## src/pams_ram.sv

```systemverilog
// pams_ram: generic single-write, single-read synchronous RAM with a
// registered read port. No dependencies.
module pams_ram #(
   parameter int WIDTH = 8,
   parameter int DEPTH = 8
) (
   input  logic                     clock,
   input  logic                     wr_en,
   input  logic [$clog2(DEPTH)-1:0] wr_addr,
   input  logic [WIDTH-1:0]         wr_data,
   input  logic                     rd_en,
   input  logic [$clog2(DEPTH)-1:0] rd_addr,
   output logic [WIDTH-1:0]         rd_data
);
   logic [WIDTH-1:0] mem_ff [DEPTH];
   logic [WIDTH-1:0] rd_data_ff;

   always_ff @(posedge clock) begin
      if (wr_en) begin
         mem_ff[wr_addr] <= wr_data;
      end
      if (rd_en) begin
         rd_data_ff <= mem_ff[rd_addr];
      end
   end

   assign rd_data = rd_data_ff;
endmodule

```

## config.mk

```make
export PLATFORM = sky130hd
export DESIGN_NAME = pams_ram
export DESIGN_NICKNAME = d
export VERILOG_FILES = /design/src/pams_ram.sv
export SDC_FILE = /design/constraint.sdc
export NUM_CORES = 1
export LEC_CHECK = 0
export BUFFER_PORTS_ARGS = -buffer_cell sky130_fd_sc_hd__clkbuf_2
export CORE_MARGIN = 5
export CORE_UTILIZATION = 52
export DETAILED_ROUTE_END_ITERATION = 6
export PLACE_DENSITY = 0.81
export SYNTH_ARGS = -nofsm -noshare
export SYNTH_HDL_FRONTEND = slang
export SYNTH_SLANG_ARGS = --single-unit
```

## constraint.sdc

```tcl
create_clock -name clock -period 1.25 [get_ports clock]
set_input_delay 0.0625 -clock clock [delete_from_list [all_inputs] [get_ports clock]]
set_output_delay 0.0625 -clock clock [all_outputs]
set_load 0.01 [all_outputs]
```

Yosys cells after proc, flatten, opt, wreduce, memory -nomap -nowiden

Memory sizes are Yosys's and may differ from the RTL's. A register that Yosys moved wholly into a read port is not among the register bits.
Index checks and enable logic that the tools add are counted.

Muxes and demuxes: 2

Operators with widths:

| operator | number |
|---|---|
| $mux 1   | 2 |

Flip-flop bits (word level): 0
RAM bits: 64
Bits of input ports: 17
Output and inout port bits: 8
Word-level logic and storage cells: 3
Memories: 1

Memory list:

| memory | words | width | read ports | clocked after Yosys merged registers in | write ports | line | text |
|---|---|---|---|---|---|---|---|
| mem_ff | 8     | 8     | 1          | 1                                       | 1           | 15   | `logic [WIDTH-1:0] mem_ff [DEPTH];` |

Depth between registers and ports, before layout

Gate-level depths: netlist (run 1).

Word-level depth: 2
Gate-level depth with buffers: 4
Depth with buffers taken out: 2

Worst setup path before layout (run 1)

No wires, ideal clock.

Path kind: input to register
From: input rd_addr[0]
To: register rd_data_ff[1], in the netlist rd_data[1] (read register of mem_ff), data pin
Library setup time: 0.260 ns
Arrival: 1.086 ns
Required time: 0.990 ns
Path slack: -0.096 ns
Stages on the path: 4
Path buffers: 2
Path through: buf_6 > buf_12 > mux4_1 > mux2_2

RTL lines:

| item            | line | text |
|---|---|---|
| start, declared | 12   | `input logic [$clog2(DEPTH)-1:0] rd_addr,` |
| end, declared   | 16   | `logic [WIDTH-1:0] rd_data_ff;` |

==> results_dict.tcl, run 1 <==
set metrics [dict create \
    status "complete, but fails checks" \
    violations "negative setup slack" \
    synth_area_leader_cell "edfxtp_1" \
    cts.path.max_buffers 2 \
    yosysMostFrequentCell "edfxtp_1" \
    cts_setup_buffers 0 \
    cp.arrival_ns 1.46 \
    whs_ns 0.0139 \
    gp_congestion 0.667 \
    grt_overflow_total 0 \
    clock_latency_ns 0.33 \
    clock_skew_ns 0.00520 \
    clock_sinks 72 \
    worstMarginPinSlew_ns 0.309 \
    yosysWarnings 0 \
    cts_inserted_buffers 9 \
    grt_pass1_wl_um 7320 \
    fin_crit_sh 1.10 \
    die_area_sq_um 6890 \
    grt_pass1_vias 1377 \
    min_path_cells 1 \
    r2r-end "rd_data[3]" \
    crit_chain "mux4_2, mux2_2" \
    postSynthCellCount 114 \
    drt-total-wl_um 4590 \
    grt.total_usage 0.147 \
    wl_per_cell_um 19.5 \
    yosys-top-cells-area "edfxtp_1, mux4_1, mux2_2, mux4_2, nor2_1" \
    slew_viol_final 0 \
    vias_per_cell 5.24 \
    finalNetCount 177 \
    grt_max_degree 17 \
    tns_ns -0.811 \
    die_h_um 83.0 \
    cp-end-kind "flop" \
    dp_slack_ns -0.183 \
    ys_ff_latch 72 \
    worst-path-max-fanout 1 \
    final_hold_viol_count 0 \
    min_period_ns 1.38 \
    ir_drop_v 0.000817 \
    core.rowCount 26 \
    final_antenna_net_count 0 \
    drive_gt1_frac 0.418 \
    worst_slack_ns -0.129 \
    synth_cell_types 13 \
    crit_type "flop to flop" \
    hold_path_class "primary input to flop" \
    power_density_nw_per_um2 1410 \
    syn2layout_area_growth_pct 15.7 \
    syn_avg_cell_area_sq_um 24.3 \
    io_buffer_count 24 \
    cts_root_buffer "clkbuf_8" \
    synth-main-ff-cell "edfxtp_1" \
    reg2regPathDepth 2 \
    drc_errors 0 \
    async_reset_ff_frac 0 \
    cap_violations 0 \
    r2r-start "mem_ff[5][3]" \
    cts_tree "yes" \
    antenna_found_initial 0 \
    die_x_um 83.0 \
    netlist_top_cells_count "edfxtp_1, mux4_1, mux2_2, nor2_1, nand2b_1" \
    dr_total_vias 1231 \
    placed_area_sq_um 2980 \
    hold_start "wr_data[6]" \
    cp-start-kind "flop" \
    max_freq_ghz 0.725 \
    leakagePower_nw 1.09 \
    crit_slowest_cell "mux4_2" \
    hold_path_end "mem_ff[7][6]" \
    firstDrtPassIters 4 \
    synth_top_area_frac 0.780 \
    cp_slowest_stage_delay_ns 0.48 \
    path_clk_slew_ns 0.07 \
    syn-num-nets 131 \
    synth-edff-count 72 \
    cp.required_ns 1.33 \
    seq_area_frac_synth 0.780 \
    diodes 0 \
    core_area_sq_um 5140 \
    timing.slew.headroom 0.794 \
    dpl.hpwl_um 2880 \
    htree_levels 3 \
    design_area_sq_um 3210 \
    drt-initial-drc-count 47 \
    ios 25 \
    rsz0062_at_grt "yes" \
    netlist_area_sq_um 2770 \
    rrSetupSlack_ns -0.13 \
    start_util 0.539 \
    setup_viol 8 \
]
-- worst max-delay path: cells and delay by family, from the launching register on --
kind   cells  cell delay, ns
DFF        1            0.37
muxes      2            0.76
-- metal layers --
layer  up-vias  global-route usage  wire, um
li1        565                   -         -
met1       630               0.184      1900
met2        27               0.239      2390
met3         9              0.0356       224
met4         0              0.0758        84
met5         -                   0         0
-- sequential cells by signal, indices dropped and copies added, names as in the netlist --
register	count
rd_data	8
mem_ff	64
-- how the worst max path moves through the flow --
stage | startpoint | endpoint | slack (ns)
after floorplan | rd_addr[0] | rd_data[0] | -0.05
after global placement | rd_addr[0] | rd_data[3] | -0.14
after detailed placement | rd_addr[0] | rd_data[3] | -0.18
after CTS | mem_ff[5][3] | rd_data[3] | -0.14
after global routing | mem_ff[5][3] | rd_data[3] | -0.15
final | mem_ff[5][3] | rd_data[3] | -0.13
-- cells in the final DEF, fill, tap and decap left out, drive strengths merged, types with 2 or more instances in the layout --
master,instances
buf,10
clkbuf,35
clkinv,4
dlygate4sd3,6
edfxtp,72
mux2,8
mux4,16
nand2,2
nand2b,3
nor2,6
nor3,2
-- per-stage QoR --
stage / total power, mW / std cells / util
finish: 4.53 / 235 / 0.624
global route: 4.72 / 235 / 0.624
CTS: 4.57 / 235 / 0.622
detailed placement: 3.13 / 213 / 0.580
global placement: 3.10 / 213 / 0.580
floorplan: 3.00 / 114 / -
-- layout make-up --
class	instances	area [sq um]
sequential	72	2160
fill	371	1930
multi-input combinational	37	520
timing repair buffer	40	280
clock buffer	11	131
tap	70	87.6
clock inverter	5	23.8
-- report_power, final --
group / switching [mW] / internal (mW) / leakage (nW) / total (mW)
Sequential: 0.0213 / 2.76 / 0.660 / 2.78
Clock: 0.747 / 0.697 / 0.0758 / 1.44
Combinational: 0.145 / 0.162 / 0.355 / 0.308
Total: 0.914 / 3.62 / 1.09 / 4.53
-- logic make-up after synthesis --
logic type / count (synthesis) / share of synthesized area
DFF: 72 / 0.780
muxes: 24 / 0.183
and+or+nand+nor: 13 / 0.0212
buffers and inverters: 5 / 0.0158
-- what timing repair did --
item / 4_1_cts / 5_1_grt
gates resized for setup: 1 / 2
hold buffers: 6 / 0
pin swaps: 0 / 0
endpoints found under the hold margin: 43 / 0
endpoints found under the setup margin: 8 / 8
Power figures use the tool's default switching activity.
==> inputs of run 2 (changes only) <==
--- a/config.mk
+++ b/config.mk
@@ -5,10 +5,10 @@
 export SDC_FILE = /design/constraint.sdc
 export NUM_CORES = 1
 export LEC_CHECK = 0
-export BUFFER_PORTS_ARGS = -buffer_cell sky130_fd_sc_hd__clkbuf_2
 export CORE_MARGIN = 5
-export CORE_UTILIZATION = 52
+export CORE_UTILIZATION = 56
 export DETAILED_ROUTE_END_ITERATION = 6
+export DONT_BUFFER_PORTS = 1
 export PLACE_DENSITY = 0.81
 export SYNTH_ARGS = -nofsm -noshare
 export SYNTH_HDL_FRONTEND = slang
==> results_dict.tcl, run 2 (synthesis results as in run 1) <==
set metrics [dict create \
    max_freq_ghz 0.731 \
    core_area_sq_um 4750 \
    clock_sinks 72 \
    dp_slack_ns -0.117 \
    drc_errors 0 \
    cts_root_buffer "clkbuf_8" \
    slew_viol_final 0 \
    leakagePower_nw 1.01 \
    crit_type "flop to flop" \
    die_h_um 80.4 \
    clock_skew_ns 0.00421 \
    worst_slack_ns -0.118 \
    use_met1 0.190 \
    rrSetupSlack_ns -0.12 \
    mostFrequentLayoutCells "edfxtp_1, mux4_2, dlygate4sd3_1" \
    final_core_util 0.654 \
    drt-total-wl_um 4370 \
    vias_per_cell 5.65 \
    final_hold_viol_count 0 \
    cts_tree "yes" \
    diodes 0 \
    core.rowCount 25 \
    layoutNonFillerInstCount 210 \
    cts_inserted_buffers 9 \
    cp-start-kind "flop" \
    cp.required_ns 1.33 \
    reg2regPathDepth 2 \
    use_met2 0.276 \
    violations "negative setup slack" \
    cp-end-kind "flop" \
    regMostFlops "mem_ff" \
    clock_latency_ns 0.32 \
    min_period_ns 1.37 \
    grt_overflow_total 0 \
    setup_viol 8 \
    cts.path.max_buffers 2 \
    ir_drop_v 0.000612 \
    power_density_nw_per_um2 1490 \
    dpl.hpwl_um 2750 \
    die_area_sq_um 6460 \
    cts_setup_buffers 0 \
    crit_slowest_cell "mux4_2" \
    io_buffer_count 0 \
    firstDrtPassIters 4 \
    whs_ns 0.120 \
    path_clk_slew_ns 0.07 \
    fin_crit_sh 1.09 \
    gp_congestion 0.713 \
    p_int_mw 3.78 \
    path_buf_inv 0 \
    largest_reg_flops 64 \
    cap_violations 0 \
    clkPwrFrac 0.350 \
    r2r-start "mem_ff[0][4]" \
    worstMarginPinSlew_ns 0.535 \
    ios 25 \
    drive_gt1_frac 0.301 \
    sw_frac_of_total 0.185 \
    antenna_found_initial 0 \
    finalNetCount 155 \
    r2r-end "rd_data[4]" \
    startpoint "mem_ff[0][4]" \
    combPwrFrac 0.048 \
    hold_path_end "rd_data[3]" \
    drt-initial-drc-count 78 \
    grt_pass1_vias 1300 \
    wl_per_cell_um 20.8 \
    cp_slowest_stage_delay_ns 0.47 \
    status "complete, but fails checks" \
    final_common_cell "edfxtp_1" \
    p_switching_mw 0.859 \
    rsz0062_at_grt "yes" \
    cp.arrival_ns 1.45 \
    grt.total_usage 0.164 \
    start_util 0.583 \
    grtUsageMet3 0.0381 \
    grt_max_degree 17 \
    crit_chain "mux4_2, mux2_2" \
    worst-path-max-fanout 1 \
    dr_total_vias 1187 \
    crit_family "multiplexers" \
    top_usage_layer "met2" \
    grt_pass1_wl_um 7060 \
    hold_start "rd_addr[2]" \
    die_x_um 80.4 \
    hold_path_class "primary input to flop" \
    min_path_cells 2 \
    syn2layout_area_growth_pct 12.1 \
    final_antenna_net_count 0 \
    dp.cells 184 \
    htree_levels 3 \
    timing.slew.headroom 0.642 \
    seqPwrFrac 0.602 \
]
==> run 2: repair_timing <==
item                       4_1_cts  5_1_grt
hold endpoints to repair        80        0
hold buffers                    10        0
setup endpoints to repair        8        8
cloned                           0        0
pin swaps                        0        0
gates resized for setup          4        0
==> run 2: power groups by stage <==
| stage | clock network (mW) | logic [mW] | registers (mW) |
|---|---|---|---|
| 2_1_floorplan | 0 | 0.161 | 2.84 |
| 6_report | 1.63 | 0.221 | 2.80 |
| 5_1_grt | 1.78 | 0.238 | 2.80 |
| 3_5_place_dp | 0 | 0.154 | 2.85 |
| 3_3_place_gp | 0 | 0.149 | 2.84 |
| 4_1_cts | 1.66 | 0.224 | 2.80 |
==> run 2: layout make-up <==
cell class,instances,area (sq um)
multi-input cells,37,524
repair buffers,18,160
fillers,314,1650
flip-flops and latches,72,2160
well taps,67,83.8
clock inverters,6,50.0
clock buffers,10,128
==> run 2: worst max path at each step <==
stage,to,slack (ns),cells after the start
after floorplan,rd_data[0],-0.05,4
after global placement,rd_data[1],-0.07,2
after detailed placement,rd_data[5],-0.12,2
after CTS,rd_data[4],-0.13,2
after global routing,rd_data[5],-0.16,2
final,rd_data[4],-0.12,2
==> run 2: routing by layer <==
metal / wire, um / part of all wire
met1: 1710 / 0.39
met4: 70 / 0.016
met2: 2470 / 0.57
met5: 0 / 0
met3: 112 / 0.026
==> run 2: stage by stage <==
step           area, sq um  setup TNS (ns)  power [mW]
3_3_place_gp          2820          -0.478        2.99
6_report              3110          -0.800        4.64
2_1_floorplan         2730          -0.410        3.00
5_1_grt               3110           -1.11        4.82
4_1_cts               3110          -0.869        4.68
3_5_place_dp          2820          -0.774        3.00
