**config.mk**
```make
export PLATFORM = sky130hd
export DESIGN_NAME = pams_div
export DESIGN_NICKNAME = d
export VERILOG_FILES = /design/src/pams_pkg.sv /design/src/pams_div.sv
export SDC_FILE = /design/constraint.sdc
export NUM_CORES = 1
export LEC_CHECK = 0
export ABC_AREA = 1
export CORE_MARGIN = 3
export CORE_UTILIZATION = 50
export DETAILED_ROUTE_END_ITERATION = 7
export DONT_BUFFER_PORTS = 1
export GPL_ROUTABILITY_DRIVEN = 0
export PLACE_DENSITY_LB_ADDON = 0.15
export SYNTH_ARGS = -nofsm -noshare
export SYNTH_HDL_FRONTEND = slang
export SYNTH_SLANG_ARGS = --single-unit
```
**constraint.sdc**
```tcl
create_clock -name clock -period 5.35 [get_ports clock]
set_input_delay 0.2675 -clock clock [delete_from_list [all_inputs] [get_ports clock]]
set_output_delay 0.2675 -clock clock [all_outputs]
set_load 0.01 [all_outputs]
```
**src/pams_pkg.sv**
```systemverilog
// pams_pkg: shared widths, constants, codes, state and struct types for the
// period average speed meter. No dependencies.
package pams_pkg;

   // storage geometry
   localparam int PERIOD_SAMPLES = 8;
   localparam int MAX_TAPS       = 32;
   localparam int RING_AW        = $clog2(PERIOD_SAMPLES);
   localparam int FILL_W         = $clog2(PERIOD_SAMPLES + 1);
   localparam int TAP_AW         = $clog2(MAX_TAPS);
   localparam int KW             = $clog2(MAX_TAPS + 1);

   // field and register widths
   localparam int CLK_W      = 28;
   localparam int PPR_W      = 16;
   localparam int TAPS_W     = 6;
   localparam int CSR_IDX_W  = 2;
   localparam int HALF_W     = 31;
   localparam int COEF_IDX_W = 5;
   localparam int COEF_W     = 16;
   localparam int FREQ_W     = 37;
   localparam int RPM_W      = 43;
   localparam int FILT_W     = 48;
   localparam int AVG_W      = 4;

   // datapath widths
   localparam int PER_W  = HALF_W + 1;
   localparam int SUM_W  = PER_W + RING_AW;
   localparam int CN_W   = CLK_W + FILL_W;
   localparam int NUMF_W = CN_W + 10;
   localparam int NUM_W  = CN_W + 16;
   localparam int DEN_W  = SUM_W + PPR_W;
   localparam int PROD_W = COEF_W + RPM_W + 1;
   localparam int ACC_W  = PROD_W + TAP_AW;

   localparam int FREQ_SCALE = 1000;
   localparam int RPM_SCALE  = 60000;
   localparam int FRAC_BITS  = 15;
   localparam int ROUND_BIAS = 16384;

   // register reset values
   localparam logic [CLK_W-1:0]  CLOCK_HZ_RST = CLK_W'(125000000);
   localparam logic [PPR_W-1:0]  PPR_RST      = PPR_W'(20);
   localparam logic [TAPS_W-1:0] TAPS_RST     = TAPS_W'(1);

   // register indexes
   localparam logic [CSR_IDX_W-1:0] CSR_CLOCK_HZ = 2'd0;
   localparam logic [CSR_IDX_W-1:0] CSR_PPR      = 2'd1;
   localparam logic [CSR_IDX_W-1:0] CSR_TAPS     = 2'd2;

   // input function codes
   localparam logic FUNC_PERIOD = 1'b0;
   localparam logic FUNC_COEF   = 1'b1;

   typedef enum logic [3:0] {
      ST_IDLE, ST_RING_WR, ST_SUM, ST_SUM_END, ST_MUL_N, ST_MUL_F, ST_MUL_R,
      ST_MUL_D, ST_DIVF_GO, ST_DIVF_WAIT, ST_DIVR_GO, ST_DIVR_WAIT,
      ST_FIR_GO, ST_FIR_WAIT, ST_RESULT
   } meas_state_type;

   typedef enum logic [2:0] {
      FS_IDLE, FS_WRITE, FS_MAC, FS_DRAIN, FS_ROUND
   } fir_state_type;

   typedef struct packed {
      logic                         run;
      logic [RPM_W-1:0]             rpm;
      logic                         coef_wr;
      logic [COEF_IDX_W-1:0]        coef_index;
      logic signed [COEF_W-1:0]     coef_value;
   } fir_req_type;

   typedef struct packed {
      logic busy;
      logic done;
   } div_stat_type;

endpackage

```
**src/pams_div.sv**
```systemverilog
// pams_div: restoring unsigned divider, one quotient bit per cycle.
// Depends on pams_pkg.
module pams_div (
   input  logic                        clock,
   input  logic                        reset,
   input  logic                        start,
   input  logic [pams_pkg::NUM_W-1:0]  num,
   input  logic [pams_pkg::DEN_W-1:0]  den,
   output pams_pkg::div_stat_type      stat,
   output logic [pams_pkg::NUM_W-1:0]  quot
);
   import pams_pkg::*;

   localparam int CW = $clog2(NUM_W + 1);

   logic             busy_ff, busy_in;
   logic             done_ff, done_in;
   logic [CW-1:0]    cnt_ff, cnt_in;
   logic [NUM_W-1:0] q_ff, q_in;
   logic [DEN_W-1:0] rem_ff, rem_in;
   logic [DEN_W-1:0] den_ff, den_in;
   logic [DEN_W:0]   trial;

   always_comb begin
      busy_in = busy_ff;
      done_in = 1'b0;
      cnt_in  = cnt_ff;
      q_in    = q_ff;
      rem_in  = rem_ff;
      den_in  = den_ff;
      trial   = {rem_ff, q_ff[NUM_W-1]};
      if (start) begin
         busy_in = 1'b1;
         cnt_in  = CW'(NUM_W);
         q_in    = num;
         rem_in  = '0;
         den_in  = den;
      end else if (busy_ff) begin
         if (trial >= {1'b0, den_ff}) begin
            rem_in = DEN_W'(trial - {1'b0, den_ff});
            q_in   = {q_ff[NUM_W-2:0], 1'b1};
         end else begin
            rem_in = trial[DEN_W-1:0];
            q_in   = {q_ff[NUM_W-2:0], 1'b0};
         end
         cnt_in = cnt_ff - 1'b1;
         if (cnt_ff == CW'(1)) begin
            busy_in = 1'b0;
            done_in = 1'b1;
         end
      end
   end

   always_ff @(posedge clock) begin
      if (reset) begin
         busy_ff <= 1'b0;
         done_ff <= 1'b0;
         cnt_ff  <= '0;
      end else begin
         busy_ff <= busy_in;
         done_ff <= done_in;
         cnt_ff  <= cnt_in;
      end
   end

   always_ff @(posedge clock) begin
      q_ff   <= q_in;
      rem_ff <= rem_in;
      den_ff <= den_in;
   end

   assign stat.busy = busy_ff;
   assign stat.done = done_ff;
   assign quot      = q_ff;
endmodule

```
; ---- After elaboration in Yosys (flattened, before gate mapping)
; Index checks and enable logic that the tools add are counted.
[totals]
reg_bits = 158
in_bits = 102
out_inout_bits = 50
elab_cells = 25
[op_classes]
add_sub_neg = 2
order_cmp = 1
eq_ne = 1
mux = 10
bitwise_logic = 1
n_reduce_logical = 3
[op_table]
columns = operator, count
row1 = $mux 48, 2
row2 = $ge 52x51->1, 1
row3 = $mux 51, 1
row4 = $sub 51x51->51, 1
row5 = $mux 6, 2
row6 = $eq 6x1->1 const B, 1
row7 = $sub 6x1->6 const B, 1
row8 = $mux 1, 5
row9 = $reduce_or 3->1, 1
row10 = $reduce_bool 2->1, 1
row11 = $reduce_or 2->1, 1
row12 = $not 1->1, 1

; ---- Depth between registers and ports, before layout
; Gate-level depths: netlist of run 1.
[logic_depth]
depth_word = 4
ltp_mapped = 18
depth_no_buf = 17

; ---- Worst setup path after synthesis of run 1
; OpenSTA, ideal clock, no wires.
[synth_path]
path_kind = input -> register
startpoint = input start
endpoint = register q_ff[0], in the netlist quot[0] (enable)
setup_time_ns = 0.432
arrival_ns = 2.199
required_ns = 4.918
slack_ns = 2.719
cell_stages = 4
path_buffers = 2
cell_sequence = clkbuf_1 > nor2_1 > inv_1 > clkbuf_1
[synth_between]
elab_chain_len = 1
[synth_rtl]
columns = item, line_no
row1 = start: declaration, pams_div.sv:6  ; input logic start,
row2 = $reduce_bool 2->1 (no source line), -
row3 = end signal: assignment, pams_div.sv:67  ; q_ff <= q_in;
row4 = end: declaration, pams_div.sv:19  ; logic [NUM_W-1:0] q_ff, q_in;
; No other way between the ends.
; A chain may end at the register's enable or synchronous reset.

; ---- Worst setup path after layout of run 1
[layout_path]
startpoint = register den_ff[31]
endpoint = register rem_ff[44]
[layout_between]
elab_chain_len = 2
elab_cells_between_ends = 3
classes_between = add/sub: 1 / order compare: 1 / mux: 1
[layout_rtl]
columns = item, line_no
row1 = start: declaration, pams_div.sv:21  ; logic [DEN_W-1:0] den_ff, den_in;
row2 = start signal: assignment, pams_div.sv:69  ; den_ff <= den_in;
row3 = $sub 51x51->51 or $ge 52x51->1 (tied branches), "pams_div.sv:40, pams_div.sv:39"
row4 = $mux 51 *, pams_div.sv:39  ; if (trial >= {1'b0, den_ff}) begin
row5 = end signal: assignment, pams_div.sv:68  ; rem_ff <= rem_in;
row6 = end: declaration, pams_div.sv:20  ; logic [DEN_W-1:0] rem_ff, rem_in;
; Every way passes the cells marked *; elsewhere a longest branch is shown, timed or not.

==> results.toml, run 1 <==
[outcome]
outcome = "finished, final reports clean"

[detailed_routing]
drtIter0Drc = 763
routed_via_density = 5.05
vias = 10421
first_pass_iters = 5
wl_um = 30200
routedWlPerCell_um = 14.7
drc = 0
wl_met1_um = 13500
met3_wirelength_um = 2580
top_layer = "met4"
postRouteAntennaNets = 0
routed-wl-met2_um = 13500

[logic_synthesis]
synthMostInstantiatedCell = "nand2_1"
syn_nets = 1869
ys_top_cells_by_area = "edfxtp_1, nand2_1, inv_1"
async_reset_ff_share_pct = 0
ys_seq_elements = 158
synth_edf_count = 99
syn_avg_cell_area_um2 = 6.53
synthCells = 1713
synth_ff_type = "edfxtp_1"
synth.top_cells.by_count = "nand2_1, inv_1, nand3_1"
synth_top_area_share_pct = 26.6
ys_types = 40
synth_area_um2 = 11200
seq_area_frac_synth_pct = 37.1
yosysTopAreaCell = "edfxtp_1"
yosys_warnings = 0

[finish]
multi_input_area_um2 = 5410
finish.utilization_pct = 58.2
seq_area_um2 = 4150
fillers = 2172
nNetsFinal = 1925
n_antenna_cell = 0
final_cells = 2062
area_delta_synth_final_pct = 13.8
drive_above_1_share_pct = 3.70

[job]
drv_cap = 0

[setup_path]
crit_path_frequent_cell = "nand2_1"
start_kind = "flop"
cp_slowest_stage_delay_ns = 0.84
crit_path_top_delay_cell = "nand3_4"
cp_max_fo = 52
path_delay_family = "simple AND/OR/NAND/NOR gates"
crit_path_end_kind = "flop"
cp_cell_sequence = "inv_1 > ha_1 > nand2_1 > nor2_1 > nand2_1 > nor2_2 > nand4_4 > nand3_4 > nand3_1 > nand3_1 > nand2_1"
crit_type = "flop to flop"
cp.required_ns = 5.69
critPathBufInv = 1
worstPathArrival_ns = 3.83

[place]
hpwl_um = 21900
placed_cells = 1954
io_buffers = 0

[global_routing]
grt_first_pass_wirelength_um = 49600
antenna_found_initial = 0
grt.total_usage_pct = 25.4
overflow = 0
grt_max_degree = 54
grt_pass1_vias = 9975

[floorplanning]
start_util_pct = 51.1
num_rows = 54
core_um2 = 21900
die_h_um = 156
die_x_um = 156
dieArea_um2 = 24200
boundaryPins = 152

[sta]
maxSlewHeadroom_pct = 14.2
maxSlewViolCount = 0
final_hold_viol_count = 0
fin_tns_setup_ns = 0
fin_crit_ns = 3.49
rsz0062_at_grt = "false"
tightest_slew_ns = 1.28
fmax_ghz = 0.286
min_period_over_period_pct = 65.3
setup_viol = 0
holdWs_ns = 0.0130
clock_skew_ns = 0.0161

[clock_network]
htree_levels = 4
cts_inserted_buffers = 17
clk_pin_slew_worst_paths_ns = 0.07
cts_root_buf = "clkbuf_16"
tritoncts = "built"
clk_path_buf_depth = 2
clkLatencyLatePin_ns = 0.45
cts_resized = 0
clock_sinks = 158

[pwr]
pwr-share-seq_pct = 48.1
p_sw_share_pct = 28.9
p_switching_mw = 0.869
p_int_mw = 2.13
p_clk_share_pct = 41.1
ir_drop_mv = 0.197
pwr_density_cell_nw_per_um2 = 236
combPwrFrac_pct = 10.8
p_leak_nw = 6.65

[hold_path]
hold_class = "input port to flop"
[cells in the final DEF, fill, tap and decap left out, types with 4 or more instances in the layout]
cell type,instances
o21ai_1,27
clkbuf_16,17
nand2_1,679
dfxtp_1,59
inv_6,4
nor2_2,5
nor3_1,6
nand3_1,112
inv_2,13
inv_8,5
o21ai_0,5
ha_1,53
inv_1,362
buf_4,5
nor2_1,100
dlygate4sd3_1,75
xnor2_1,25
edfxtp_1,99
nand3b_1,5
nand4_1,62
a21oi_1,27
[final timing paths]
check | startpoint | to | slack, ns | cells past startpoint
setup / recovery | den_ff[31] | rem_ff[44] | 1.86 | 11
hold / removal | num[10] | quot[10] | 0.01 | 2
setup reg to reg | den_ff[31] | rem_ff[44] | 1.86 | 11
hold reg to reg | rem_ff[42] | rem_ff[42] | 0.48 | 2
[final cells by class]
class / count / area share (%)
Timing Repair Buffer: 81 / 6.41
Multi-Input combinational cell: 1133 / 42.5
Clock buffer: 17 / 3.34
Inverter: 378 / 11.1
Sequential cell: 158 / 32.6
Clock inverter: 15 / 1.28
Tap cell: 280 / 2.75
[power by group through the flow]
stage | logic, mW | clock network (mW) | registers, mW
floorplan | 0.214 | 0 | 1.46
global placement | 0.265 | 0 | 1.47
detailed placement | 0.269 | 0 | 1.47
CTS | 0.324 | 1.26 | 1.44
global route | 0.370 | 1.31 | 1.45
finish | 0.324 | 1.24 | 1.44
[kinds of logic after synthesis]
family	after synthesis	share of synthesized area, %
AO/OA/AOI/OAI	69	3.38
adder cells (fa/ha/maj)	54	6.11
XOR/XNOR	27	2.11
buffers and inverters	422	14.6
AND/OR/NAND/NOR	983	36.6
flip-flops	158	37.1
[metrics by stage]
step	cell area [um^2]	worst slack, ns	power [mW]
floorplan	11200	2.72	1.67
global placement	11400	1.92	1.74
detailed placement	11400	1.86	1.74
CTS	12700	1.83	3.03
global route	12700	1.46	3.13
finish	12700	1.86	3.00
[registers in the layout, summed over array words and instances, names as in the netlist]
signal   cells
cnt_ff       6
rem_ff      51
den_ff      51
done_ff      1
busy_ff      1
quot        48
[layer usage]
metal	GRT usage (%)	up-vias
met3	6.35	40
met2	41.1	408
met1	33.8	4616
li1	-	5357
met5	0	-
met4	7.88	0
[repair_timing]
action / in CTS / in global routing
hold buffers: 76 / 0
endpoints found under the hold margin: 127 / 0
buffers inserted: 0 / 0
No activity file was read; power rests on OpenSTA's default activity.
==> run 2: changes to the inputs <==
--- a/config.mk
+++ b/config.mk
@@ -5,7 +5,7 @@
 export SDC_FILE = /design/constraint.sdc
 export NUM_CORES = 1
 export LEC_CHECK = 0
-export ABC_AREA = 1
+export ABC_AREA = 0
 export CORE_MARGIN = 3
 export CORE_UTILIZATION = 50
 export DETAILED_ROUTE_END_ITERATION = 7
==> constraint.sdc (replaced) <==
create_clock -name clock -period 2.9 [get_ports clock]
set_input_delay 0.145 -clock clock [delete_from_list [all_inputs] [get_ports clock]]
set_output_delay 0.145 -clock clock [all_outputs]
set_load 0.01 [all_outputs]
==> results.toml, run 2 <==
[place]
placed_cells = 1310
place_area_um2 = 10400
dp_slack_ns = -0.194
io_buffers = 0
hpwl_um = 17400

[global_routing]
grt_max_degree = 150
grt.total_usage_pct = 26.7
grt_pass1_vias = 8569
antenna_found_initial = 0
grt_first_pass_wirelength_um = 44200
overflow = 0

[sta]
fin_tns_setup_ns = -0.181
min_period_over_period_pct = 102
fin_ws_ns = -0.0547
holdWs_ns = -0.194
clock_skew_ns = 0.0188
final_hold_viol_count = 68
fmax_ghz = 0.338
fin_crit_ns = 2.95
rsz0062_at_grt = "true"
tightest_slew_ns = 1.14
setup_viol = 10
maxSlewHeadroom_pct = 24.0
maxSlewViolCount = 0

[detailed_routing]
postRouteAntennaNets = 0
drc = 0
routedWlPerCell_um = 19.2
wl_um = 29100
routed_via_density = 5.77
drtIter0Drc = 680
vias = 8723
first_pass_iters = 7

[logic_synthesis]
synth.top_cells.by_count = "nand2_1, edfxtp_1, nor2_1"
synth_xor_area_share_pct = 3.73
synth_area_um2 = 9620
yosys.area_share.simple_pct = 14.7
seq_area_frac_synth_pct = 43.2
synth_top_family_by_area = "compound AO/OA/AOI/OAI gates"
syn_avg_cell_area_um2 = 9.46
synth-compound-area-share_pct = 18.8
synth_top_area_share_pct = 30.9
ys_top_cells_by_area = "edfxtp_1, dfxtp_1, ha_1"
yosys_warnings = 0
synth_edf_count = 99
synth_ff_type = "edfxtp_1"
synthCells = 1017
yosysTopAreaCell = "edfxtp_1"
synthMostInstantiatedCell = "nand2_1"
ys_types = 67
async_reset_ff_share_pct = 0
synth_adder_area_share_pct = 7.10
syn_nets = 1173
ys_seq_elements = 158
synthMuxAreaShare_pct = 6.41

[floorplanning]
boundaryPins = 152
start_util_pct = 51.1
die_h_um = 145
core_um2 = 18800
dieArea_um2 = 20900
die_x_um = 145
num_rows = 50

[finish]
drive_above_1_share_pct = 21.5
finish.utilization_pct = 69.8
final_cells = 1512
fin_area_um2 = 13100
final_cell_mix = "dlygate4sd3_1, nand2_1, edfxtp_1, buf_4, nor2_1"
nNetsFinal = 1395
fillers = 1347
area_delta_synth_final_pct = 36.6
n_antenna_cell = 0
final_common_cell = "dlygate4sd3_1"

[clock_network]
cts_root_buf = "clkbuf_16"
clkLatencyLatePin_ns = 0.44
clk_path_buf_depth = 2
cts_hold_buffers = 153
htree_levels = 4
clk_pin_slew_worst_paths_ns = 0.08
clock_sinks = 158
cts_inserted_buffers = 17
tritoncts = "built"

[job]
drv_cap = 0

[pwr]
ir_drop_mv = 0.451
p_leak_nw = 5.32
p_total_mw = 7.38
pwr_density_cell_nw_per_um2 = 561

[setup_path]
cp_max_fo = 7
cp.required_ns = 3.10
start_kind = "flop"
worstPathArrival_ns = 3.15
crit_path_end_kind = "flop"
crit_type = "flop to flop"

[outcome]
outcome = "complete, but fails checks"
violations = "hold timing, setup timing"

[hold_path]
hold_class = "input port to flop"
==> run 2: cell count changes after synthesis, sizes merged, moves of 19 or more <==
cell	change
mux2	+50
nand2	-555
inv	-300
a21oi	+48
nor2	-28
nand4	-39
xor2	+19
nand3	-98
a311oi	+37
==> run 2: repair_timing <==
item,in CTS,in global routing
setup buffers,6,7
gates resized for setup,17,80
pin swaps,11,40
hold endpoints to repair,200,93
endpoints found under the setup margin,50,52
cloned,0,4
==> run 2: critical path, stage by stage (launching register included) <==
cell and delay (ns):
edfxtp_1 0.39, inv_1 0.08, ha_1 0.25, buf_4 0.16, o211ai_1 0.20, a21o_1 0.19
a31oi_4 0.15, o2111ai_2 0.24, a21oi_2 0.11, or3_4 0.51, buf_12 0.18, mux2_4 0.25
==> run 2: cell type report <==
| class | count | area, um^2 | share of cell area (%) |
|---|---|---|---|
| multi-input cells | 723 | 5290 | 40.2 |
| clock buffers | 17 | 425 | 3.24 |
| flip-flops and latches | 158 | 4160 | 31.6 |
| well taps | 260 | 325 | 2.47 |
| repair buffers | 264 | 2510 | 19.1 |
| inverters | 75 | 282 | 2.14 |
| clock inverters | 15 | 164 | 1.25 |
==> run 2: cells by family after synthesis <==
logic type | Yosys count
XOR/XNOR | 41
adder cells (fa/ha/maj) | 54
flip-flops | 158
multiplexers | 55
AO/OA/AOI/OAI | 264
buffers and inverters | 136
AND/OR/NAND/NOR | 309
==> run 2: worst paths after layout <==
path / start / endpoint / slack (ns) / depth (start not counted)
max reg2reg: den_ff[3] / quot[0] / -0.05 / 11
max: den_ff[3] / quot[0] / -0.05 / 11
min reg2reg: rem_ff[28] / rem_ff[29] / 0.49 / 2
min: start / rem_ff[34] / -0.19 / 1
==> run 2: power breakdown <==
group | switching, mW | internal [mW]
clock network | 1.11 | 1.16
registers | 0.191 | 2.62
logic | 1.18 | 1.12
==> run 2: metal layers <==
layer  GRT usage [%]  vias up  wire [um]  part of all wire (%)
met5               0        -          0                     0
met2            46.6      259      14800                    51
li1                -     4175          -                     -
met4            7.76        0        601                   2.1
met3            5.19       57       1280                   4.4
met1            33.5     4232      12400                    42
